==> src/hw/rtl/smrq_pkg.sv <==
// Shared types and codes for the slotted message ring queue.
// Used by the front end, the job queue, the back end and the top level.
package smrq_pkg;

  localparam int LEN_W      = 7;   // message length / max_len field width
  localparam int SLOT_IDX_W = 8;   // slot index carried in a job (up to 256 slots)
  localparam int JOBQ_DEPTH = 4;   // front-to-back job queue entries, power of two
  localparam int POPS_W     = $clog2(JOBQ_DEPTH + 2);

  typedef enum logic [2:0] {
    ACT_PUSH   = 3'd0,
    ACT_POP    = 3'd1,
    ACT_STOP   = 3'd2,
    ACT_CLEAR  = 3'd3,
    ACT_STATUS = 3'd4
  } action_t;

  localparam logic [3:0] ST_PUSH_OK      = 4'd0;
  localparam logic [3:0] ST_PUSH_FULL    = 4'd1;
  localparam logic [3:0] ST_PUSH_STOPPED = 4'd2;
  localparam logic [3:0] ST_PUSH_BADLEN  = 4'd3;
  localparam logic [3:0] ST_POP_BYTE     = 4'd4;
  localparam logic [3:0] ST_POP_EMPTY    = 4'd5;
  localparam logic [3:0] ST_POP_STOPPED  = 4'd6;
  localparam logic [3:0] ST_POP_TOO_LONG = 4'd7;
  localparam logic [3:0] ST_STATUS       = 4'd8;

  // refusal codes of a push in progress; same values as the push statuses
  localparam logic [1:0] REF_NONE    = 2'd0;
  localparam logic [1:0] REF_FULL    = 2'd1;
  localparam logic [1:0] REF_STOPPED = 2'd2;
  localparam logic [1:0] REF_BADLEN  = 2'd3;

  typedef enum logic {
    FS_IDLE,
    FS_POP_WAIT
  } front_state_t;

  // one unit of work for the back end: a single result beat or a pop stream
  typedef struct packed {
    logic                  stream;
    logic [3:0]            status;
    logic                  is_full;
    logic                  is_empty;
    logic [SLOT_IDX_W-1:0] slot;
    logic [LEN_W-1:0]      len;
  } job_t;

endpackage

==> src/hw/rtl/smrq_jobq.sv <==
// Short job queue between the front end and the back end.
// Depends on smrq_pkg.
module smrq_jobq (
  input  logic           clk,
  input  logic           rst,
  input  logic           enq,
  input  smrq_pkg::job_t enq_job,
  input  logic           deq,
  output smrq_pkg::job_t head,
  output logic           full,
  output logic           avail
);
  import smrq_pkg::*;

  localparam int QA_W = $clog2(JOBQ_DEPTH);
  localparam int QP_W = QA_W + 1;

  job_t            mem [JOBQ_DEPTH];
  logic [QP_W-1:0] wr, rd;

  assign full  = (wr ^ rd) == QP_W'(JOBQ_DEPTH);
  assign avail = wr != rd;
  assign head  = mem[rd[QA_W-1:0]];

  always_ff @(posedge clk) begin
    if (rst) begin
      wr <= '0;
      rd <= '0;
    end else begin
      if (enq) begin
        wr <= wr + 1'b1;
      end
      if (deq) begin
        rd <= rd + 1'b1;
      end
    end
  end

  always_ff @(posedge clk) begin
    if (enq) begin
      mem[wr[QA_W-1:0]] <= enq_job;
    end
  end

endmodule

==> config.mk <==
export PLATFORM = sky130hd
export DESIGN_NAME = smrq_jobq
export DESIGN_NICKNAME = d
export VERILOG_FILES = /design/src/hw/rtl/smrq_pkg.sv /design/src/hw/rtl/smrq_jobq.sv
export SDC_FILE = /design/constraint.sdc
export NUM_CORES = 1
export LEC_CHECK = 0
export BUFFER_PORTS_ARGS = -buffer_cell sky130_fd_sc_hd__buf_2
export CORE_MARGIN = 4
export CORE_UTILIZATION = 30
export CTS_BUF_LIST = sky130_fd_sc_hd__clkbuf_2
export DETAILED_ROUTE_END_ITERATION = 8
export PLACE_DENSITY_LB_ADDON = 0.3
export SLEW_MARGIN = 20
export SYNTH_ARGS = -nofsm -noshare
export SYNTH_HDL_FRONTEND = slang
export SYNTH_SLANG_ARGS = --single-unit
==> constraint.sdc <==
create_clock -name clk -period 4 [get_ports clk]
set_clock_uncertainty 0.15 [all_clocks]
set_input_delay 0.4 -clock clk [delete_from_list [all_inputs] [get_ports clk]]
set_output_delay 0.4 -clock clk [all_outputs]
set_load 0.01 [all_outputs]
* Yosys cells after proc, flatten, opt, wreduce, memory -nomap -nowiden
Memory sizes are Yosys's and may differ from the RTL's. A register that Yosys moved wholly into a read port is not among the register bits. Index checks and enable logic that the tools add are counted.
Storage, ports and cells: logic and storage cells 12, memories 1, flip-flop bits (word level) 6, input port bits 26, output and inout port bits 24, RAM bits 88
Memory list:
- mem | depth 4, bits a word 22, rd ports 1, clocked after Yosys merged registers in 1, write ports 1, RTL line smrq_jobq.sv:18 | job_t mem [JOBQ_DEPTH];
Operators by class: muxes and demuxes 4, bitwise gates (word level) 1, $add $sub $neg 2, equality and inequality tests 2
Operator list (count):
- 3-bit by 1-bit adder with 3-bit output, second input constant | 2
- 2-bit two-way mux | 2
- 3-bit == test, second input constant | 1
- 3-bit inequality test | 1
- 3-bit bitwise XOR | 1
- 1-bit two-way mux | 2

* Depth between registers and ports, before layout
depth after elaboration 3, gate-level depth with buffers 4, mapped depth without buffers 4

* Worst setup path before layout
No wires, ideal clock.
kind input port to flip-flop, start point input port enq, end point memory mem[0][0] in the netlist's numbering (enable), required time 3.469 ns, library setup time 0.381 ns, cell stages on the path 2, data arrival time 1.247 ns, path buffers 1, path slack 2.222 ns, cells stage by stage clkbuf_1 > and2_1
On the way: longest elaborated chain between the ends 2
RTL lines:
- start, declared | RTL line smrq_jobq.sv:6 | input logic enq,
- 1-bit two-way mux | RTL line smrq_jobq.sv:40 | if (enq) begin
- 1-bit two-way mux (implied by the code) | RTL line smrq_jobq.sv:41 | mem[wr[QA_W-1:0]] <= enq_job;
- end, declared | RTL line smrq_jobq.sv:18
No other way between the ends.

==> impl_metrics.env <==
export IMPL_fin_nets=271
export IMPL_synth_cells=154
export IMPL_gp_congestion=0.659
export IMPL_avgRoutedWirePerCell_um=16.1
export IMPL_outcome="finished clean"
export IMPL_max_freq_mhz=354
export IMPL_grt_max_degree=23
export IMPL_avgSynthCellArea_um2=23.2
export IMPL_port_buffer_count=49
export IMPL_syn_num_nets=185
export IMPL_relSlewSlack_pct=46.0
export IMPL_cp_required_ps=3450
export IMPL_clkTransAtPathRegs_ps=240
export IMPL_antennaDiodeCount=0
export IMPL_layout_commonest_cell="edfxtp_1"
export IMPL_timing_final_ws_setup_ps=1170
export IMPL_critPathCaptureType="output port"
export IMPL_grt_pass1_wl_um=9850
export IMPL_crit_family="flip-flops"
export IMPL_final_period_utilization_pct=70.7
export IMPL_clockBufferDepth=2
export IMPL_grt_pass1_vias=1832
export IMPL_p_per_area_nw_per_um2=446
export IMPL_grt_overflow_total=0
export IMPL_setup_viol=0
export IMPL_yosysUniqueCellTypes=18
export IMPL_num_rows=39
export IMPL_seq_area_um2=2800
export IMPL_cts_tree="built"
export IMPL_ios=50
export IMPL_place_ws_ps=1680
export IMPL_die_y_um=117
export IMPL_clkSinkCount=96
export IMPL_rsz0062_at_grt="no"
export IMPL_cts_root_buf="clkbuf_2"
export IMPL_drt_iter0_markers=70
export IMPL_syn_area_um2=3580
export IMPL_vias=1721
export IMPL_cts_made_buffers=9
export IMPL_cts_setup_buffers=0
export IMPL_vdd_drop_max_mv=0.186
export IMPL_ctsHtreeMaxLevel=3
export IMPL_nFillCells=1060
export IMPL_vias_per_cell=4.44
export IMPL_p_leak_nw=1.53
export IMPL_setup_tns_ps=0
export IMPL_floorplan_initialDensity_pct=30.9
export IMPL_first_pass_iters=2
export IMPL_finalHoldViolCount=0
export IMPL_drv_slew=0
export IMPL_cp_cell_sequence="mux4_1, buf_2"
export IMPL_track_usage_pct=9.65
export IMPL_final_cell_mix="edfxtp_1 (88), buf_2 (49), dlygate4sd3_1 (26)"
export IMPL_dpl_hpwl_um=3820
export IMPL_totalWireLength_um=6260
export IMPL_drive_above_1_share_pct=38.0
export IMPL_cp_max_fo=22
export IMPL_cap_violations=0
export IMPL_critical_path_class="flop to output port"
export IMPL_drc=0
export IMPL_clk_latency_ps=500
export IMPL_multi_input_area_um2=732
export IMPL_ant_nets=0
export IMPL_synth_seq_area_share_pct=78.3
export IMPL_areaGrowthSynthToFinish_pct=23.8
export IMPL_cp_slowest_cell="dfxtp_2"
export IMPL_crit_path_max_incr_delay_ps=910
export IMPL_ys_seq_elements=96
export IMPL_worst_pin_slew_ps=810
export IMPL_fp_dieW_um=117
export IMPL_min_period_ps=2830
export IMPL_cp_num_buf_inv=1
export IMPL_core_area_um2=11600
export IMPL_yosysWarnings=0
export IMPL_hold_class="flop to flop"
export IMPL_antenna_found_initial=0
export IMPL_start_kind="flop"
export IMPL_dieArea_um2=13700
export IMPL_cp_arrival_ps=2280
[through the flow]
| step | power (W) | util, % | hold slack, ps | cell area [um2] | std cells |
|---|---|---|---|---|---|
| floorplan | 0.00131 | - | 319 | 3580 | 154 |
| global placement | 0.00140 | 34.6 | 408 | 4010 | 346 |
| detailed placement | 0.00140 | 34.6 | 414 | 4010 | 346 |
| CTS | 0.00201 | 38.3 | 410 | 4430 | 388 |
| global route | 0.00207 | 38.3 | 399 | 4430 | 388 |
| finish | 0.00198 | 38.3 | 442 | 4430 | 388 |
[Yosys cell counts]
cell	instances	share of area (%)
edfxtp_1	88	74
mux4_2	20	13
dfxtp_1	8	4.5
ha_1	5	1.7
nor2_1	5	0.52
xnor2_1	5	1.2
and2_1	4	0.70
a21bo_2	2	0.56
a21oi_1	2	0.28
buf_2	2	0.28
buf_6	2	0.63
inv_1	2	0.21
mux2i_1	2	0.56
mux4_1	2	1.5
nand3b_1	2	0.42
and3b_1	1	0.24
clkbuf_1	1	0.10
nand3_1	1	0.14
[registers in the layout (all words and copies together) (netlist names), named ones only]
signal	flops
rd	3
mem	88
wr	3
[layout make-up]
| cell class | count | area share [%] |
|---|---|---|
| multi-input cells | 51 | 16.5 |
| inverters | 2 | 0.169 |
| clock inverters | 6 | 2.60 |
| flip-flops and latches | 96 | 63.3 |
| well taps | 143 | 4.04 |
| repair buffers | 80 | 12.3 |
| clock buffers | 10 | 1.13 |
[tightest hold or removal path: cells and delay by family, from the launching register on]
kind / cells / cell delay, ps
AND/OR/NAND/NOR: 1 / 110
AO/OA/AOI/OAI: 1 / 60
flip-flops: 1 / 410
[power breakdown]
part	switching (W)	internal, W	total, W
Combinational	0.000104	0.000116	0.000219
Sequential	0.0000258	0.00115	0.00117
Clock	0.000310	0.000275	0.000585
Total	0.000439	0.00154	0.00198
[kinds of logic (layout without fill, tap and decap cells)]
group | Yosys count | count (layout) | share of synthesized area, %
simple gates | 13 | 13 | 2.03
mux | 24 | 24 | 14.6
xor+xnor | 5 | 5 | 1.22
flops | 96 | 96 | 78.3
fa+ha+maj | 5 | 5 | 1.75
buf+inv | 7 | 98 | 1.22
compound gates | 4 | 4 | 0.839
[timing repair]
action | 4_1_cts | 5_1_grt
setup endpoints to repair | 0 | 0
hold buffers | 26 | 0
resized for setup | 0 | 0
hold endpoints to repair | 96 | 0
[routing by layer]
metal | global-route usage [%] | wire (um) | vias up
li1 | - | - | 800
met1 | 12.5 | 2810 | 883
met2 | 15.6 | 3080 | 33
met3 | 3.55 | 305 | 5
met4 | 2.29 | 65 | 0
met5 | 0 | 0 | -
[worst paths after layout]
path	cells after the start	slack, ps	from	to
setup / recovery	2	1170	flop	head[18]
hold / removal	2	440	rd[2]	rd[2]
setup reg to reg	3	2360	wr[0]	mem[3][7]
hold reg to reg	2	440	rd[2]	rd[2]
(Power assumes the default switching activity.)
