$ cat src/hw/rtl/smrq_ram.sv
// Generic simple dual-port RAM: one write port, one read port, registered read.
// No dependencies.
module smrq_ram #(
  parameter int  WIDTH = 8,
  parameter int  DEPTH = 16,
  localparam int AW    = (DEPTH > 1) ? $clog2(DEPTH) : 1
) (
  input  logic             clk,
  input  logic             we,
  input  logic [AW-1:0]    waddr,
  input  logic [WIDTH-1:0] wdata,
  input  logic             re,
  input  logic [AW-1:0]    raddr,
  output logic [WIDTH-1:0] rdata
);

  logic [WIDTH-1:0] mem [DEPTH];

  always_ff @(posedge clk) begin
    if (we) begin
      mem[waddr] <= wdata;
    end
  end

  always_ff @(posedge clk) begin
    if (re) begin
      rdata <= mem[raddr];
    end
  end

endmodule

$ cat config.mk
export PLATFORM = sky130hd
export DESIGN_NAME = smrq_ram
export DESIGN_NICKNAME = d
export VERILOG_FILES = /design/src/hw/rtl/smrq_ram.sv
export SDC_FILE = /design/constraint.sdc
export NUM_CORES = 1
export LEC_CHECK = 0
export BUFFER_PORTS_ARGS = -buffer_cell sky130_fd_sc_hd__buf_2
export CORE_UTILIZATION = 60
export CTS_CLUSTER_SIZE = 25
export DETAILED_ROUTE_END_ITERATION = 16
export GPL_ROUTABILITY_DRIVEN = 0
export PLACE_DENSITY = 0.78
export SKIP_CTS_REPAIR_TIMING = 1
export SLEW_MARGIN = 20
export SYNTH_ARGS = -nofsm -noshare
export SYNTH_HDL_FRONTEND = slang
export SYNTH_SLANG_ARGS = --single-unit
$ cat constraint.sdc
create_clock -name clk -period 3 [get_ports clk]
set_input_delay 0 -clock clk [delete_from_list [all_inputs] [get_ports clk]]
set_output_delay 0 -clock clk [all_outputs]
set_load 0.1 [all_outputs]
---- After elaboration in Yosys (flattened, before gate mapping) ----
Memories as Yosys holds them, arrays and structs flattened. A register that Yosys moved wholly into a read port is not among the register bits.
Index checks and enable logic that the tools add are counted.
word-level totals
  flip-flop bits (word level) ............. 0
  RAM bits ................................ 128
  input bits .............................. 19
  output and inout port bits .............. 8
  memories ................................ 1
memory list
  memory  words  width  read ports  clocked after Yosys merged registers in  wr ports  line  RTL
  mem     16     8      1           1                                        1         17    logic [WIDTH-1:0] mem [DEPTH];
operators by class
  multiplexer cells ....................... 2
operators with widths
  kind               count
  two-way mux 1 bit  2

---- Logic depth before layout (Yosys ltp) ----
Gate-level depths: netlist of the first run.
  word-level depth ........................ 2
  gate-level depth with buffers ........... 5
  mapped depth without buffers ............ 3

---- Worst setup path before layout of the first run ----
No wires, ideal clock.
  path kind ............................... in2reg
  start point ............................. in waddr[2]
  end point ............................... mem mem[0][0], enable pin
  setup time .............................. 0.383 ns
  data arrival time ....................... 1.110 ns
  slack ................................... 1.507 ns
  stages on the path ...................... 2
  path buffers ............................ 0
  cells stage by stage .................... or3b_2 nor3_1
RTL lines
  element      line  RTL
  from (decl)  10    input logic [AW-1:0] waddr,
  to (decl)    17
No word-level cell before the write port.

==> flow_metrics.env, run 1 <==
export IMPL_status="completed"
export IMPL_wire_per_inst_um=24.2
export IMPL_critical_path_slowest_cell="mux4_1"
export IMPL_fin_crit_sh_pct=50.5
export IMPL_insertion_delay_ns=0.52
export IMPL_clock_sinks=136
export IMPL_drive_gt1_share_pct=27.7
export IMPL_initial_core_util_pct=62.7
export IMPL_leakagePower_nw=2.09
export IMPL_syn2layout_area_growth_pct=18.3
export IMPL_dp_slack_ns=1.00
export IMPL_crit_buf_inv=0
export IMPL_placed_cells=356
export IMPL_syn_avg_cell_area_um2=22.8
export IMPL_setup_ws_ns=1.49
export IMPL_drtAntennaViolNets=0
export IMPL_cts_root_buf="clkbuf_8"
export IMPL_ioPinCount=27
export IMPL_synth_distinct_cells=18
export IMPL_final_cell_mix="136 x edfxtp_1, 26 x buf_2, 18 x mux4_2"
export IMPL_clk_path_buf_depth=2
export IMPL_numCtsBuffers=17
export IMPL_hpwl_mm=5.49
export IMPL_rows=33
export IMPL_maxCapViolCount=0
export IMPL_dieArea_um2=9090
export IMPL_drv_slew=0
export IMPL_finalHoldViolCount=0
export IMPL_fin_worst_skew_ns=0.0109
export IMPL_hold_class="in2reg"
export IMPL_rsz0062_at_grt="no"
export IMPL_firstDrtPassIters=5
export IMPL_viasPerCell=6.32
export IMPL_maxSlewHeadroom_pct=32.9
export IMPL_grt_pass1_wl_mm=14.3
export IMPL_setup_violations=0
export IMPL_cts_tree="done"
export IMPL_clkTransAtPathRegs_ns=0.06
export IMPL_antenna_found_initial=0
export IMPL_dr_total_vias=2509
export IMPL_ir_drop_mv=0.463
export IMPL_max_freq_mhz=661
export IMPL_grt_max_degree=33
export IMPL_endpoint_kind="flop"
export IMPL_required_ns=3.25
export IMPL_grt_pass1_vias=2523
export IMPL_worstPathArrival_ns=1.77
export IMPL_fin_cells=397
export IMPL_drt_total_wl_mm=9.63
export IMPL_path_cells="mux4_1 -> a22oi_1 -> nand2_1"
export IMPL_core_area_um2=8340
export IMPL_diodes=0
export IMPL_nFillCells=464
export IMPL_drt_initial_drc_count=259
export IMPL_cts_max_level=4
export IMPL_dieWidth_um=95.3
export IMPL_syn_nets=248
export IMPL_portBuffers=26
export IMPL_syn_cell_area_um2=5230
export IMPL_cp_start_kind="flop"
export IMPL_finalInstanceArea_um2=6190
export IMPL_gr_total_overflow=0
export IMPL_ys_seq_elements=136
export IMPL_crit_fanout=1
export IMPL_max_stage_delay_ns=0.52
export IMPL_grt_usage_pct=24.0
export IMPL_path_delay_family="multiplexers"
export IMPL_powerDensity_nw_per_um2=755
export IMPL_critical_path_class="reg2reg"
export IMPL_final_nets=298
export IMPL_die_h_um=95.3
export IMPL_ys_warn_count=0
export IMPL_synth_cells=229
export IMPL_worstMarginPinSlew_ns=1.00
export IMPL_fin_util_pct=74.2
export IMPL_drc=0
export IMPL_placed_area_um2=5450
export IMPL_setup_tns_ns=0
export IMPL_yosysSeqAreaShare_pct=78.1
export IMPL_mostFrequentLayoutCell="edfxtp_1"
export IMPL_finalCriticalPeriod_ns=1.51
==> worst register-to-register path, cell delays in order (launching register included) <==
cell and delay [ns]:
edfxtp_1 0.37, mux4_1 0.52, a22oi_1 0.27, nand2_1 0.10
==> final timing paths <==
check | start | end | slack, ns | cells past startpoint
worst min register to register | mem[8][4] | rdata[4] | 0.76 | 3
worst max register to register | mem[2][0] | rdata[0] | 1.49 | 3
worst min-delay path | waddr[0] | mem[0][2] | 0.05 | 3
worst max-delay path | mem[2][0] | rdata[0] | 1.49 | 3
==> logic make-up (layout without fill, tap and decap cells) <==
family                 count (synthesis)  in the layout  synth area share, %
muxes                                 32             32                 14.8
DFF                                  136            136                 78.1
and+or+nand+nor                       35             35                 3.14
buffers and inverters                 10             73                 1.65
AOI/OAI and AO/OA                     16             16                 2.30
==> final cells by class <==
cell class	instances	area, um2	share of cell area, %
repair buffers	41	265	4.29
flip-flops and latches	136	4080	66.0
clock buffers	19	422	6.82
well taps	105	131	2.12
multi-input cells	83	1060	17.1
clock inverters	13	226	3.66
==> sequential cells by signal, summed over array words and instances, names as in the netlist <==
name,flops
mem,128
rdata,8
==> layer usage <==
layer	track usage, %	wire length, um
met1	31.8	3960
met2	37.3	4800
met3	7.34	682
met4	10.1	189
met5	0	0
==> Yosys cell counts (all sizes together) <==
cell type	instances	area share, %
nand2	9	0.65
nor2	13	0.93
nand3b	2	0.29
clkdlybuf4s25	3	0.57
or3b	1	0.17
nor3	4	0.38
and2b	1	0.14
nand2b	2	0.24
edfxtp	136	78
a22oi	16	2.3
nor2b	1	0.12
nand3	1	0.096
buf	7	1.1
and2	1	0.12
mux4	32	15
==> per-stage QoR <==
stage               hold WS, ns  power (W)
floorplan                0.0989    0.00236
global placement          0.365    0.00243
detailed placement        0.378    0.00244
CTS                      -0.153    0.00467
global route             0.0657    0.00479
finish                   0.0534    0.00467
==> report_power, final <==
part	leakage [nW]	internal (W)	switching, W	total [W]
Clock	0.308	0.00151	0.000742	0.00226
Sequential	1.24	0.00214	0.0000116	0.00215
Combinational	0.542	0.0000840	0.000175	0.000259
No activity file was read; power rests on OpenSTA's default activity.
==> inputs of run 2 (changes only) <==
- ABC_AREA: not set -> 1
- CORE_UTILIZATION: 60 -> 55
- PLACE_DENSITY: 0.78 -> 0.75
- clock period: 3 -> 1.22 ns (I/O delays scaled with it)
==> flow_metrics.env, run 2 <==
export IMPL_status="completed"
export IMPL_initial_core_util_pct=56.6
export IMPL_ys_warn_count=0
export IMPL_synth_distinct_cells=11
export IMPL_dr_total_vias=4008
export IMPL_hpwl_mm=7.85
export IMPL_insertion_delay_ns=0.53
export IMPL_crit_buf_inv=1
export IMPL_required_ns=1.22
export IMPL_viasPerCell=5.30
export IMPL_finalCriticalPeriod_ns=1.19
export IMPL_mostFrequentLayoutCell="nand2_1"
export IMPL_rsz0062_at_grt="no"
export IMPL_cts_root_buf="clkbuf_8"
export IMPL_synth_top_area_share_pct=69.8
export IMPL_die_h_um=105
export IMPL_drc=0
export IMPL_setup_ws_ns=0.0314
export IMPL_max_stage_delay_ns=0.44
export IMPL_drtAntennaViolNets=0
export IMPL_path_cells="buf_6"
export IMPL_maxSlewHeadroom_pct=58.0
export IMPL_placed_cells=714
export IMPL_finalHoldViolCount=0
export IMPL_numCtsBuffers=17
export IMPL_ir_drop_mv=1.17
export IMPL_reg_largest_list="mem: 128 flops, rdata: 8 flops"
export IMPL_final_cell_mix="173 x nand2_1, 136 x edfxtp_1, 100 x inv_1"
export IMPL_crit_path_end="rdata[2]"
export IMPL_grt_pass1_wl_mm=19.8
export IMPL_setup_violations=0
export IMPL_portBuffers=26
export IMPL_endpoint_kind="output port"
export IMPL_diodes=0
export IMPL_synth_compound_area_share_pct=0
export IMPL_path_delay_family="flip-flops"
export IMPL_synth_edf_count=136
export IMPL_reg2reg_depth=6
export IMPL_r2r_slack_ns=0.06
export IMPL_cp_start_kind="flop"
export IMPL_yosys_area_top_type="edfxtp_1"
export IMPL_max_freq_mhz=841
export IMPL_grt_usage_pct=24.9
export IMPL_largest_register_ffs=128
export IMPL_rows=37
export IMPL_synthArstFlopShare_pct=0
export IMPL_setup_tns_ns=0
export IMPL_cp_depth=1
export IMPL_synth_cells=551
export IMPL_top_register="mem"
export IMPL_clkTransAtPathRegs_ns=0.06
export IMPL_grt_pass1_vias=3816
export IMPL_regToRegEndpoint="rdata[5]"
export IMPL_syn_cell_area_um2=5850
export IMPL_dieWidth_um=105
export IMPL_drv_slew=0
export IMPL_gr_total_overflow=0
export IMPL_syn_nets=570
export IMPL_dp_slack_ns=-0.0276
export IMPL_fin_crit_sh_pct=97.4
export IMPL_drt_total_wl_mm=12.6
export IMPL_firstDrtPassIters=5
export IMPL_yosysSeqAreaShare_pct=69.8
export IMPL_yosysMostFrequentCell="nand2_1"
export IMPL_synth_top_family_by_area="simple AND/OR/NAND/NOR gates"
export IMPL_wire_per_inst_um=16.7
export IMPL_finalPower_w=0.0108
export IMPL_synth_area_top_cells="edfxtp_1 70%, nand2_1 11%, nand3_1 8.3%, inv_1 6.4%, buf_6 1.2%"
export IMPL_final_nets=626
export IMPL_core_area_um2=10300
export IMPL_clk_path_buf_depth=2
export IMPL_synthAdderAreaFrac_pct=0
export IMPL_netlist_top_cells_count="173 x nand2_1, 136 x edfxtp_1, 100 x inv_1, 97 x nand3_1, 17 x nor2_1"
export IMPL_antenna_found_initial=0
export IMPL_clock_sinks=136
export IMPL_cts_max_level=4
export IMPL_hold_class="in2reg"
export IMPL_ys_flop_type="edfxtp_1"
export IMPL_critical_path_class="reg2out"
export IMPL_drt_initial_drc_count=362
export IMPL_crit_fanout=1
export IMPL_critical_path_slowest_cell="edfxtp_1"
export IMPL_syn_avg_cell_area_um2=10.6
export IMPL_powerDensity_nw_per_um2=1560
export IMPL_syn2layout_area_growth_pct=17.8
export IMPL_synth_xor_area_share_pct=0
export IMPL_cts_tree="done"
export IMPL_fin_util_pct=66.7
export IMPL_drive_gt1_share_pct=13.5
export IMPL_maxCapViolCount=0
export IMPL_crit_start="rdata[2]"
export IMPL_ys_seq_elements=136
export IMPL_fin_worst_skew_ns=0.0110
export IMPL_reg2reg_from="mem[7][5]"
export IMPL_ioPinCount=27
export IMPL_worstMarginPinSlew_ns=0.629
export IMPL_grt_max_degree=35
export IMPL_fin_cells=756
export IMPL_dieArea_um2=11000
export IMPL_worstPathArrival_ns=1.19
export IMPL_muxShareOfSynthArea_pct=0
export IMPL_leakagePower_nw=2.99
export IMPL_synth_simple_area_share_pct=20.8
[run 2: worst min path at each step]
stage,from,slack (ns),to,depth (start not counted)
after floorplan,wdata[0],0.1,mem[0][0],0
after detailed placement,re,0.38,rdata[6],1
after global placement,re,0.38,rdata[6],1
after CTS,re,-0.18,rdata[5],1
final,raddr[2],0.03,rdata[7],4
after global routing,raddr[2],0.02,rdata[7],4
[run 2: metrics by stage]
stage / hold WS (ns) / area [um2]
after detailed placement: 0.376 / 6210
final: 0.0257 / 6890
after floorplan: 0.0989 / 5850
after global placement: 0.378 / 6210
after global routing: 0.0192 / 6890
after CTS: -0.179 / 6750
[run 2: tightest hold or removal path, cell delays in order]
cell and delay, ns:
buf_2 0.12, nand3_1 0.11, nand3_1 0.13, nand2_1 0.08
[run 2: final cells by class]
type | instances | area (um2)
flip-flops and latches | 136 | 4080
well taps | 136 | 170
multi-input cells | 289 | 1220
fillers | 739 | 3440
clock buffers | 17 | 414
repair buffers | 61 | 490
inverters | 102 | 383
clock inverters | 15 | 128
[run 2: logic make-up (layout without fill, tap and decap cells)]
kind of cell / after synthesis / count (layout)
AND/OR/NAND/NOR: 289 / 289
flip-flops: 136 / 136
buffers and inverters: 126 / 195
[run 2: layer usage]
metal | vias to the layer above | GRT usage (%) | wire, um | part of all wire, %
met5 | - | 0 | 0 | 0
met4 | 0 | 12.5 | 295 | 2.3
met3 | 25 | 5.99 | 1030 | 8.2
met2 | 206 | 40.0 | 6280 | 50
met1 | 1881 | 31.9 | 5020 | 40
li1 | 1896 | - | - | -
[run 2: report_power, final]
| part | switching (W) | internal (W) |
|---|---|---|
| Combinational | 0.000608 | 0.000240 |
| Clock | 0.00191 | 0.00270 |
| Sequential | 0.0000353 | 0.00527 |
