[config.mk]
export PLATFORM = sky130hd
export DESIGN_NAME = smrq_back
export DESIGN_NICKNAME = d
export VERILOG_FILES = /design/src/hw/rtl/smrq_pkg.sv /design/src/hw/rtl/smrq_back.sv
export SDC_FILE = /design/constraint.sdc
export NUM_CORES = 1
export LEC_CHECK = 0
export BUFFER_PORTS_ARGS = -buffer_cell sky130_fd_sc_hd__buf_2
export CAP_MARGIN = 20
export CORE_MARGIN = 2
export CORE_UTILIZATION = 44
export CTS_CLUSTER_DIAMETER = 150
export DETAILED_ROUTE_END_ITERATION = 7
export PLACE_DENSITY_LB_ADDON = 0.1
export SLEW_MARGIN = 25
export SYNTH_ARGS = -nofsm -noshare
export SYNTH_HDL_FRONTEND = slang
export SYNTH_SLANG_ARGS = --single-unit
[constraint.sdc]
create_clock -name clk -period 5.8 [get_ports clk]
set_input_delay 0.29 -clock clk [delete_from_list [all_inputs] [get_ports clk]]
set_output_delay 0.29 -clock clk [all_outputs]
set_load 0.01 [all_outputs]
[src/hw/rtl/smrq_pkg.sv]
// Shared types and codes for the slotted message ring queue.
// Used by the front end, the job queue, the back end and the top level.
package smrq_pkg;

  localparam int LEN_W      = 7;   // message length / max_len field width
  localparam int SLOT_IDX_W = 8;   // slot index carried in a job (up to 256 slots)
  localparam int JOBQ_DEPTH = 4;   // front-to-back job queue entries, power of two
  localparam int POPS_W     = $clog2(JOBQ_DEPTH + 2);

  typedef enum logic [2:0] {
    ACT_PUSH   = 3'd0,
    ACT_POP    = 3'd1,
    ACT_STOP   = 3'd2,
    ACT_CLEAR  = 3'd3,
    ACT_STATUS = 3'd4
  } action_t;

  localparam logic [3:0] ST_PUSH_OK      = 4'd0;
  localparam logic [3:0] ST_PUSH_FULL    = 4'd1;
  localparam logic [3:0] ST_PUSH_STOPPED = 4'd2;
  localparam logic [3:0] ST_PUSH_BADLEN  = 4'd3;
  localparam logic [3:0] ST_POP_BYTE     = 4'd4;
  localparam logic [3:0] ST_POP_EMPTY    = 4'd5;
  localparam logic [3:0] ST_POP_STOPPED  = 4'd6;
  localparam logic [3:0] ST_POP_TOO_LONG = 4'd7;
  localparam logic [3:0] ST_STATUS       = 4'd8;

  // refusal codes of a push in progress; same values as the push statuses
  localparam logic [1:0] REF_NONE    = 2'd0;
  localparam logic [1:0] REF_FULL    = 2'd1;
  localparam logic [1:0] REF_STOPPED = 2'd2;
  localparam logic [1:0] REF_BADLEN  = 2'd3;

  typedef enum logic {
    FS_IDLE,
    FS_POP_WAIT
  } front_state_t;

  // one unit of work for the back end: a single result beat or a pop stream
  typedef struct packed {
    logic                  stream;
    logic [3:0]            status;
    logic                  is_full;
    logic                  is_empty;
    logic [SLOT_IDX_W-1:0] slot;
    logic [LEN_W-1:0]      len;
  } job_t;

endpackage

[src/hw/rtl/smrq_back.sv]
// Back end: takes jobs, streams popped bytes out of the byte store and holds
// the result register. Depends on smrq_pkg.
module smrq_back #(
  parameter int  SLOTS      = 16,
  parameter int  SLOT_BYTES = 64,
  localparam int IDX_W      = (SLOTS > 1) ? $clog2(SLOTS) : 1,
  localparam int BI_W       = (SLOT_BYTES > 1) ? $clog2(SLOT_BYTES) : 1,
  localparam int ADDR_W     = IDX_W + BI_W
) (
  input  logic              clk,
  input  logic              rst,
  input  logic              job_avail,
  input  smrq_pkg::job_t    job,
  output logic              job_deq,
  output logic              rd_en,
  output logic [ADDR_W-1:0] rd_addr,
  input  logic [7:0]        rd_data,
  output logic              stream_done,
  output logic              res_valid,
  input  logic              res_stall,
  output logic [3:0]        status,
  output logic [7:0]        data_byte_res,
  output logic              last_res,
  output logic [6:0]        msg_length,
  output logic              is_full,
  output logic              is_empty
);
  import smrq_pkg::*;

  logic                  active, pend, pend_last;
  logic [LEN_W-1:0]      idx, slen;
  logic [SLOT_IDX_W-1:0] sslot;
  logic                  sfull, sempty;
  logic                  out_free, load, issue, idle, single;

  assign out_free = !res_valid || !res_stall;
  // read data is held by the RAM until the next read, so one read in flight
  assign load     = pend && out_free;
  assign issue    = active && (!pend || load);
  assign idle     = !active && !pend;
  assign job_deq  = job_avail && idle && (job.stream || out_free);
  assign single   = job_deq && !job.stream;

  assign rd_en       = issue;
  assign rd_addr     = {sslot[IDX_W-1:0], BI_W'(idx)};
  assign stream_done = load && pend_last;

  always_ff @(posedge clk) begin
    if (rst) begin
      active    <= 1'b0;
      pend      <= 1'b0;
      res_valid <= 1'b0;
    end else begin
      if (job_deq && job.stream) begin
        active <= 1'b1;
      end else if (issue && (idx == slen - 1'b1)) begin
        active <= 1'b0;
      end
      if (issue) begin
        pend <= 1'b1;
      end else if (load) begin
        pend <= 1'b0;
      end
      if (load || single) begin
        res_valid <= 1'b1;
      end else if (!res_stall) begin
        res_valid <= 1'b0;
      end
    end
  end

  always_ff @(posedge clk) begin
    if (job_deq && job.stream) begin
      idx    <= '0;
      slen   <= job.len;
      sslot  <= job.slot;
      sfull  <= job.is_full;
      sempty <= job.is_empty;
    end else if (issue) begin
      idx <= idx + 1'b1;
    end
    if (issue) begin
      pend_last <= (idx == slen - 1'b1);
    end
    if (load) begin
      status        <= ST_POP_BYTE;
      data_byte_res <= rd_data;
      last_res      <= pend_last;
      msg_length    <= slen;
      is_full       <= sfull;
      is_empty      <= sempty;
    end else if (single) begin
      status        <= job.status;
      data_byte_res <= '0;
      last_res      <= 1'b1;
      msg_length    <= '0;
      is_full       <= job.is_full;
      is_empty      <= job.is_empty;
    end
  end

  a_last_read_ends_stream: assert property (@(posedge clk) disable iff (rst)
    (pend && pend_last) |-> !active)
    else $error("stream still active after its last read");

  a_idx_in_range: assert property (@(posedge clk) disable iff (rst)
    active |-> (idx < slen))
    else $error("stream byte index past message length");

  a_stream_end: assert property (@(posedge clk) disable iff (rst)
    $fell(active) |-> (pend && pend_last))
    else $error("stream ended without a last read pending");

endmodule

Word-level counts from Yosys, hierarchy flattened
Cells that the tools add are included.
W data, S select, Z words.

word-level totals
  output and inout port bits = 36
  register bits after elaboration = 46

cells by class
  $add $sub $neg = 2
  multiplexer cells = 16
  reduce and logical (&&, ||, !) cells = 21
  equal/unequal tests = 2

operators with widths
  kind                   count
  $mux W8                2
  $mux W7                2
  $mux W1                12
  $logic_and A1 B1 Y1    9
  $add A7 B1 Y7 const B  1
  $eq A7 B7 Y1           1
  $sub A7 B1 Y7 const B  1
  $reduce_bool A2 Y1     3
  $logic_not A1 Y1       5
  $logic_or A1 B1 Y1     4
  $ne A2 B1 Y1 const B   1

Logic depth before layout (Yosys ltp)
Gate-level depths: netlist (run 1).

  word-level depth = 8
  depth in mapped cells = 8
  mapped depth without buffers = 7

Worst setup path before layout (run 1)
No wires, ideal clock.

  path type = register -> register
  from = register pend
  to = register data_byte_res[0], enable pin
  setup time = 375 ps
  arrival time = 1495 ps
  path slack = 3930 ps
  period minus slack after synthesis = 1870 ps
  stages on the path, launching flop included = 5
  cells stage by stage = dfxtp_1 clkbuf_1 nor3b_1 nand3b_1 nand2_1

on the way
  cells in the longest elaborated chain, start to end = 6

ends and longest elaborated chain
  element                                line             source
  from (decl)                            smrq_back.sv:30  logic active, pend, pend_last;
  from (signal assigned)                 smrq_back.sv:51  pend <= 1'b0;
  from (signal assigned)                 smrq_back.sv:60  pend <= 1'b1;
  from (signal assigned)                 smrq_back.sv:62  pend <= 1'b0;
  $logic_not A1 Y1                       smrq_back.sv:40  assign idle = !active && !pend;
  $logic_and A1 B1 Y1                    smrq_back.sv:40
  $logic_and A1 B1 Y1 (2 in series)      smrq_back.sv:41  assign job_deq = job_avail && idle && (job.stream || out_free);
  $logic_and A1 B1 Y1                    smrq_back.sv:42  assign single = job_deq && !job.stream;
  $reduce_bool A2 Y1 (no source line) *  n/a
  to (signal assigned)                   smrq_back.sv:87  data_byte_res <= rd_data;
  to (decl)                              smrq_back.sv:22  output logic [7:0] data_byte_res,

Every way passes the cells marked *; elsewhere a longest branch is shown, timed or not.
A chain may end at the register's enable or synchronous reset.

Final worst setup path (run 1)
  from = register pend
  to = register msg_length[0], enable pin

on the way
  cells in the longest elaborated chain, start to end = 6

ends and longest elaborated chain
  element                                line             source
  $logic_not A1 Y1                       smrq_back.sv:40
  $logic_and A1 B1 Y1                    smrq_back.sv:40
  $logic_and A1 B1 Y1 (2 in series)      smrq_back.sv:41
  $logic_and A1 B1 Y1                    smrq_back.sv:42
  $reduce_bool A2 Y1 (no source line) *  n/a
  to (signal assigned)                   smrq_back.sv:89  msg_length <= slen;
  to (decl)                              smrq_back.sv:24  output logic [6:0] msg_length,

Marked as above.

==> impl_metrics.env, run 1 <==
export IMPL_fin_tns_setup_ns=0
export IMPL_synth_seq_cells=46
export IMPL_synth_nets=194
export IMPL_tritoncts="done"
export IMPL_ir_worst_vdd_mv=0.134
export IMPL_synthCells=158
export IMPL_cts_resized=0
export IMPL_dp_final_hpwl_um=3030
export IMPL_grt_pass1_vias=1388
export IMPL_start_kind="flip-flop"
export IMPL_via_count=1405
export IMPL_switchingPower_mw=0.185
export IMPL_synth_seq_area_share_pct=62.9
export IMPL_period_needed_ns=2.25
export IMPL_period_share_pct=38.8
export IMPL_relSlewSlack_pct=50.3
export IMPL_dieWidth_um=71.0
export IMPL_yosysWarnings=0
export IMPL_power_internal_mw=0.518
export IMPL_netlist_area_um2=1970
export IMPL_async_flop_share_pct=0
export IMPL_slowest_delay_ns=0.68
export IMPL_ctsHoldBuffers=0
export IMPL_grt_pass1_wl_um=6560
export IMPL_cts_root_buf="clkbuf_8"
export IMPL_endpoint_kind="flip-flop"
export IMPL_clk_pin_slew_ns=0.08
export IMPL_drive_gt1_share_pct=35.0
export IMPL_rows=24
export IMPL_crit_chain="nor3b_1 > nand3b_1 > nand2_1"
export IMPL_path_class="flip-flop to flip-flop"
export IMPL_die_area_um2=5040
export IMPL_setup_viol=0
export IMPL_synth_distinct_cells=39
export IMPL_critPathTopFamily="simple AND/OR/NAND/NOR gates"
export IMPL_synth_edf_count=32
export IMPL_whs_ns=0.166
export IMPL_cts_buffer_depth=2
export IMPL_crit_required_ns=5.73
export IMPL_drt_iter0_drc=100
export IMPL_ys_flop_type="edfxtp_1"
export IMPL_cts_setup_buffers=0
export IMPL_area_growth_pct=20.5
export IMPL_postRouteAntennaNets=0
export IMPL_wl_per_cell_um=14.6
export IMPL_max_freq_ghz=0.445
export IMPL_p_per_area_nw_per_um2=295
export IMPL_antenna_found_initial=0
export IMPL_drv_cap=0
export IMPL_grt_overflow=0
export IMPL_rsz0062_at_grt="false"
export IMPL_gp_congestion=0.727
export IMPL_port_buffers=65
export IMPL_arrival_ns=2.17
export IMPL_finalNetCount=255
export IMPL_grt_max_degree=21
export IMPL_synth_avg_cell_area_um2=12.5
export IMPL_path_max_fanout=19
export IMPL_power_frac_seq_pct=58.3
export IMPL_finalHoldViolations=0
export IMPL_swShare_pct=26.3
export IMPL_num_io_pins=70
export IMPL_p_comb_share_pct=15.5
export IMPL_wirelength_um=3980
export IMPL_cts_buffers=5
export IMPL_slew_viol_final=0
export IMPL_h_tree_depth=2
export IMPL_slowest_stage="nand2_1"
export IMPL_worst_path_buf_inv=0
export IMPL_detail_route_vias_per_cell=5.17
export IMPL_core_um2=4320
export IMPL_clock_latency_ns=0.29
export IMPL_hold_path_class="input pin to flip-flop"
export IMPL_dr_pass1_iters=4
export IMPL_status="finished, final reports clean"
export IMPL_fin_worst_skew_ns=0.00394
export IMPL_antennaDiodeCount=0
export IMPL_layout_commonest_cell="buf_2"
export IMPL_final_cell_mix="buf_2, edfxtp_1, nand2_1, and3_1"
export IMPL_grt_total_usage_pct=16.8
export IMPL_drc=0
export IMPL_tightest_slew_ns=0.743
export IMPL_p_leak_nw=1.06
export IMPL_cts_num_sinks=46
export IMPL_die_height_um=71.0
export IMPL_clkPwrFrac_pct=26.1
export IMPL_start_util_pct=45.7
[registers in the layout, summed over array words and instances (netlist names), 4 cells and up]
register       count
data_byte_res      8
idx                7
msg_length         7
slen               7
sslot              4
status             4
[through the flow]
step	power [mW]	utilization, %	cells	setup WS [ns]	cell area, um^2
finish	0.703	55.0	272	3.55	2380
detailed placement	0.529	53.1	264	3.56	2300
global route	0.741	55.0	272	3.37	2380
CTS	0.711	55.0	272	3.55	2380
global placement	0.522	53.1	264	3.61	2300
floorplan	0.487	-	158	3.93	1970
[power groups by stage]
stage	Sequential [mW]	Combinational (mW)	Clock, mW
2_1_floorplan	0.420	0.0671	0
3_3_place_gp	0.415	0.107	0
3_5_place_dp	0.418	0.111	0
4_1_cts	0.410	0.111	0.189
5_1_grt	0.414	0.122	0.205
6_report	0.410	0.109	0.184
[Yosys cell counts (all sizes together), types with 2 or more instances]
library cell	instances	area, um^2
inv	4	15.0
edfxtp	32	961
o21ai	3	18.8
nand3b	2	15.0
nand2	15	56.3
buf	7	52.6
nor2	14	52.6
xnor2	6	52.6
mux2i	5	50.1
xor2	6	52.6
clkbuf	4	15.0
and3	16	105
dfxtp	14	280
nand2b	2	12.5
and2	2	12.5
a21oi	4	20.0
ha	2	25.0
nor3	2	15.0
nand4	2	12.5
[final timing paths]
path,from,endpoint,slack [ns],cells after the start
hold reg to reg,status[2]$_SDFFE_PP1P_,status[2]$_SDFFE_PP1P_,0.47,2
hold / removal,job[3],slen[3]$_DFFE_PP_,0.17,1
setup / recovery,pend$_SDFFE_PP0P_,msg_length[0]$_SDFFCE_PN0P_,3.55,3
setup reg to reg,pend$_SDFFE_PP0P_,msg_length[0]$_SDFFCE_PN0P_,3.55,3
[worst reg2reg max path: cells and delay by family, from the launching register on]
kind	cells	cell delay (ns)
flip-flops	1	0.46
AND/OR/NAND/NOR	3	1.42
[per-layer routing]
| layer | global-route usage (%) | vias to the layer above | routed length [um] |
|---|---|---|---|
| li1 | - | 681 | - |
| met1 | 20.0 | 665 | 1620 |
| met2 | 28.3 | 50 | 1990 |
| met3 | 5.27 | 9 | 282 |
| met4 | 6.50 | 0 | 87 |
| met5 | 0 | - | 0 |
[cell type report]
| cell class | instances | area, um^2 |
|---|---|---|
| Multi-Input combinational cell | 96 | 647 |
| Clock inverter | 2 | 10.0 |
| Inverter | 5 | 18.8 |
| Fill cell | 405 | 1940 |
| Tap cell | 52 | 65.1 |
| Timing Repair Buffer | 65 | 325 |
| Sequential cell | 46 | 1240 |
| Clock buffer | 6 | 72.6 |
[cells by family after synthesis]
kind of cell | after synthesis | synth area share, %
simple gates | 60 | 16.3
xor+xnor | 13 | 6.46
fa+ha+maj | 2 | 1.27
buf+inv | 16 | 4.37
mux | 5 | 2.53
compound gates | 16 | 6.15
flops | 46 | 62.9
(Power assumes the default switching activity.)
==> run 2, diff against run 1 <==
==> constraint.sdc (replaced) <==
create_clock -name clk -period 1.9 [get_ports clk]
set_input_delay 0.095 -clock clk [delete_from_list [all_inputs] [get_ports clk]]
set_output_delay 0.095 -clock clk [all_outputs]
set_load 0.01 [all_outputs]
==> run 2 against run 1 <==
Compared with the run above:
- flip-flop and latch count is the same
- cell count grew 8.1%
- maximum frequency grew 26%
- routed wire length grew 5.0%
- critical path depth grew 4
- setup slack lost 3.4 ns
==> impl_metrics.env, run 2 (synthesis gave the netlist of run 1 again) <==
export IMPL_p_comb_share_pct=16.4
export IMPL_slowest_delay_ns=0.43
export IMPL_h_tree_depth=2
export IMPL_start_kind="flip-flop"
export IMPL_relSlewSlack_pct=73.5
export IMPL_ir_worst_vdd_mv=0.606
export IMPL_status="finished, final reports clean"
export IMPL_dp_final_hpwl_um=3130
export IMPL_detail_route_vias_per_cell=4.99
export IMPL_gp_congestion=0.754
export IMPL_grt_pass1_wl_um=6690
export IMPL_swShare_pct=25.3
export IMPL_path_class="flip-flop to flip-flop"
export IMPL_slowest_stage="edfxtp_1"
export IMPL_cts_buffers=5
export IMPL_dr_pass1_iters=4
export IMPL_via_count=1467
export IMPL_drt_iter0_drc=65
export IMPL_wirelength_um=4180
export IMPL_cts_num_sinks=46
export IMPL_tritoncts="done"
export IMPL_path_max_fanout=7
export IMPL_top_register="data_byte_res"
export IMPL_p_per_area_nw_per_um2=893
export IMPL_crit_required_ns=2.12
export IMPL_drive_gt1_share_pct=35.5
export IMPL_antennaDiodeCount=0
export IMPL_cts_root_buf="clkbuf_8"
export IMPL_switchingPower_mw=0.594
export IMPL_rsz0062_at_grt="false"
export IMPL_start_util_pct=45.7
export IMPL_antenna_found_initial=0
export IMPL_port_buffers=65
export IMPL_tightest_slew_ns=0.393
export IMPL_worst_path_buf_inv=1
export IMPL_critPathTopFamily="compound AO/OA/AOI/OAI gates"
export IMPL_slew_viol_final=0
export IMPL_power_frac_seq_pct=53.1
export IMPL_period_needed_ns=1.78
export IMPL_endpoint_kind="flip-flop"
export IMPL_cts_buffer_depth=2
export IMPL_wl_per_cell_um=14.2
export IMPL_grt_max_degree=17
export IMPL_max_freq_ghz=0.561
export IMPL_finalPower_mw=2.35
export IMPL_fin_tns_setup_ns=0
export IMPL_fin_worst_skew_ns=0.00959
export IMPL_power_internal_mw=1.76
export IMPL_num_io_pins=70
export IMPL_period_share_pct=93.9
export IMPL_final_cell_mix="buf_2, edfxtp_1, nand2_1, and3_1"
export IMPL_clkPwrFrac_pct=30.5
export IMPL_crit_chain="inv_1 > ha_4 > xnor3_1 > and3_4 > o21ai_2 > a221oi_2 > a311oi_2"
export IMPL_dp_cells=272
export IMPL_p_leak_nw=1.17
export IMPL_core_um2=4320
export IMPL_die_height_um=71.0
export IMPL_layout_commonest_cell="buf_2"
export IMPL_rows=24
export IMPL_postRouteAntennaNets=0
export IMPL_grt_overflow=0
export IMPL_hold_path_class="input pin to flip-flop"
export IMPL_fin_util_pct=60.9
export IMPL_finalHoldViolations=0
export IMPL_grt_total_usage_pct=17.3
export IMPL_grt_pass1_vias=1447
export IMPL_clock_latency_ns=0.30
export IMPL_drv_cap=0
export IMPL_dieWidth_um=71.0
export IMPL_arrival_ns=2.01
export IMPL_finalNetCount=277
export IMPL_worst_slack_ns=0.117
export IMPL_setup_viol=0
export IMPL_finalNonFillerCells=294
export IMPL_drc=0
export IMPL_area_growth_pct=33.3
export IMPL_dp_slack_ns=-0.000340
export IMPL_largest_register_ffs=8
export IMPL_clk_pin_slew_ns=0.09
export IMPL_cts_setup_buffers=0
export IMPL_die_area_um2=5040
## run 2: cell count changes in the layout (fill, tap and decap cells not counted)
cell	previous run	this run
bufinv_16	0	1
clkinvlp_4	0	1
buf_4	0	7
buf_12	0	1
dlygate4sd3_1	0	14
ha_1	2	1
ha_4	0	1
clkinv_2	2	0
## run 2: power by group through the flow
stage | logic [mW] | clock network, mW | registers [mW]
finish | 0.385 | 0.718 | 1.25
floorplan | 0.205 | 0 | 1.28
CTS | 0.389 | 0.735 | 1.25
global route | 0.425 | 0.775 | 1.26
global placement | 0.353 | 0 | 1.26
detailed placement | 0.365 | 0 | 1.27
## run 2: layout make-up
type / instances / area, um^2
multi-input cells: 96 / 659
repair buffers: 87 / 538
clock buffers: 6 / 72.6
inverters: 5 / 18.8
clock inverters: 2 / 37.5
fillers: 372 / 1690
well taps: 52 / 65.1
flip-flops and latches: 46 / 1240
## run 2: per-layer routing
metal | part of all wire (%) | wire length (um) | GRT usage, %
met1 | 43 | 1790 | 20.3
met2 | 50 | 2110 | 30.7
met3 | 5.2 | 218 | 3.70
met4 | 1.5 | 64 | 6.92
met5 | 0 | 0 | 0
## run 2: per-stage QoR
stage | area (um^2) | hold WS, ns
floorplan | 1970 | 0.163
CTS | 2620 | 0.00986
global route | 2630 | 0.0140
finish | 2630 | 0.00902
global placement | 2370 | 0.272
detailed placement | 2370 | 0.273
## run 2: timing repair
item                                    in CTS  in global routing
hold endpoints to repair                    16                  0
hold buffers                                14                  0
gates resized for setup                      1                  1
endpoints found under the setup margin       1                  1
## run 2: tightest hold or removal path: cells and delay by family
family / cells / cell delay (ns)
buf+inv: 1 / 0.07
mux: 1 / 0.05
simple gates: 1 / 0.06
## run 2: path summary, 6_finish.rpt
path | start | end | slack (ns) | depth (start not counted)
max | slen[1]$_DFFE_PP_ | active$_SDFFE_PP0P_ | 0.12 | 7
min | job[19] | status[2]$_SDFFE_PP1P_ | 0.009 | 3
max reg2reg | slen[1]$_DFFE_PP_ | active$_SDFFE_PP0P_ | 0.12 | 7
min reg2reg | status[2]$_SDFFE_PP1P_ | status[2]$_SDFFE_PP1P_ | 0.50 | 2
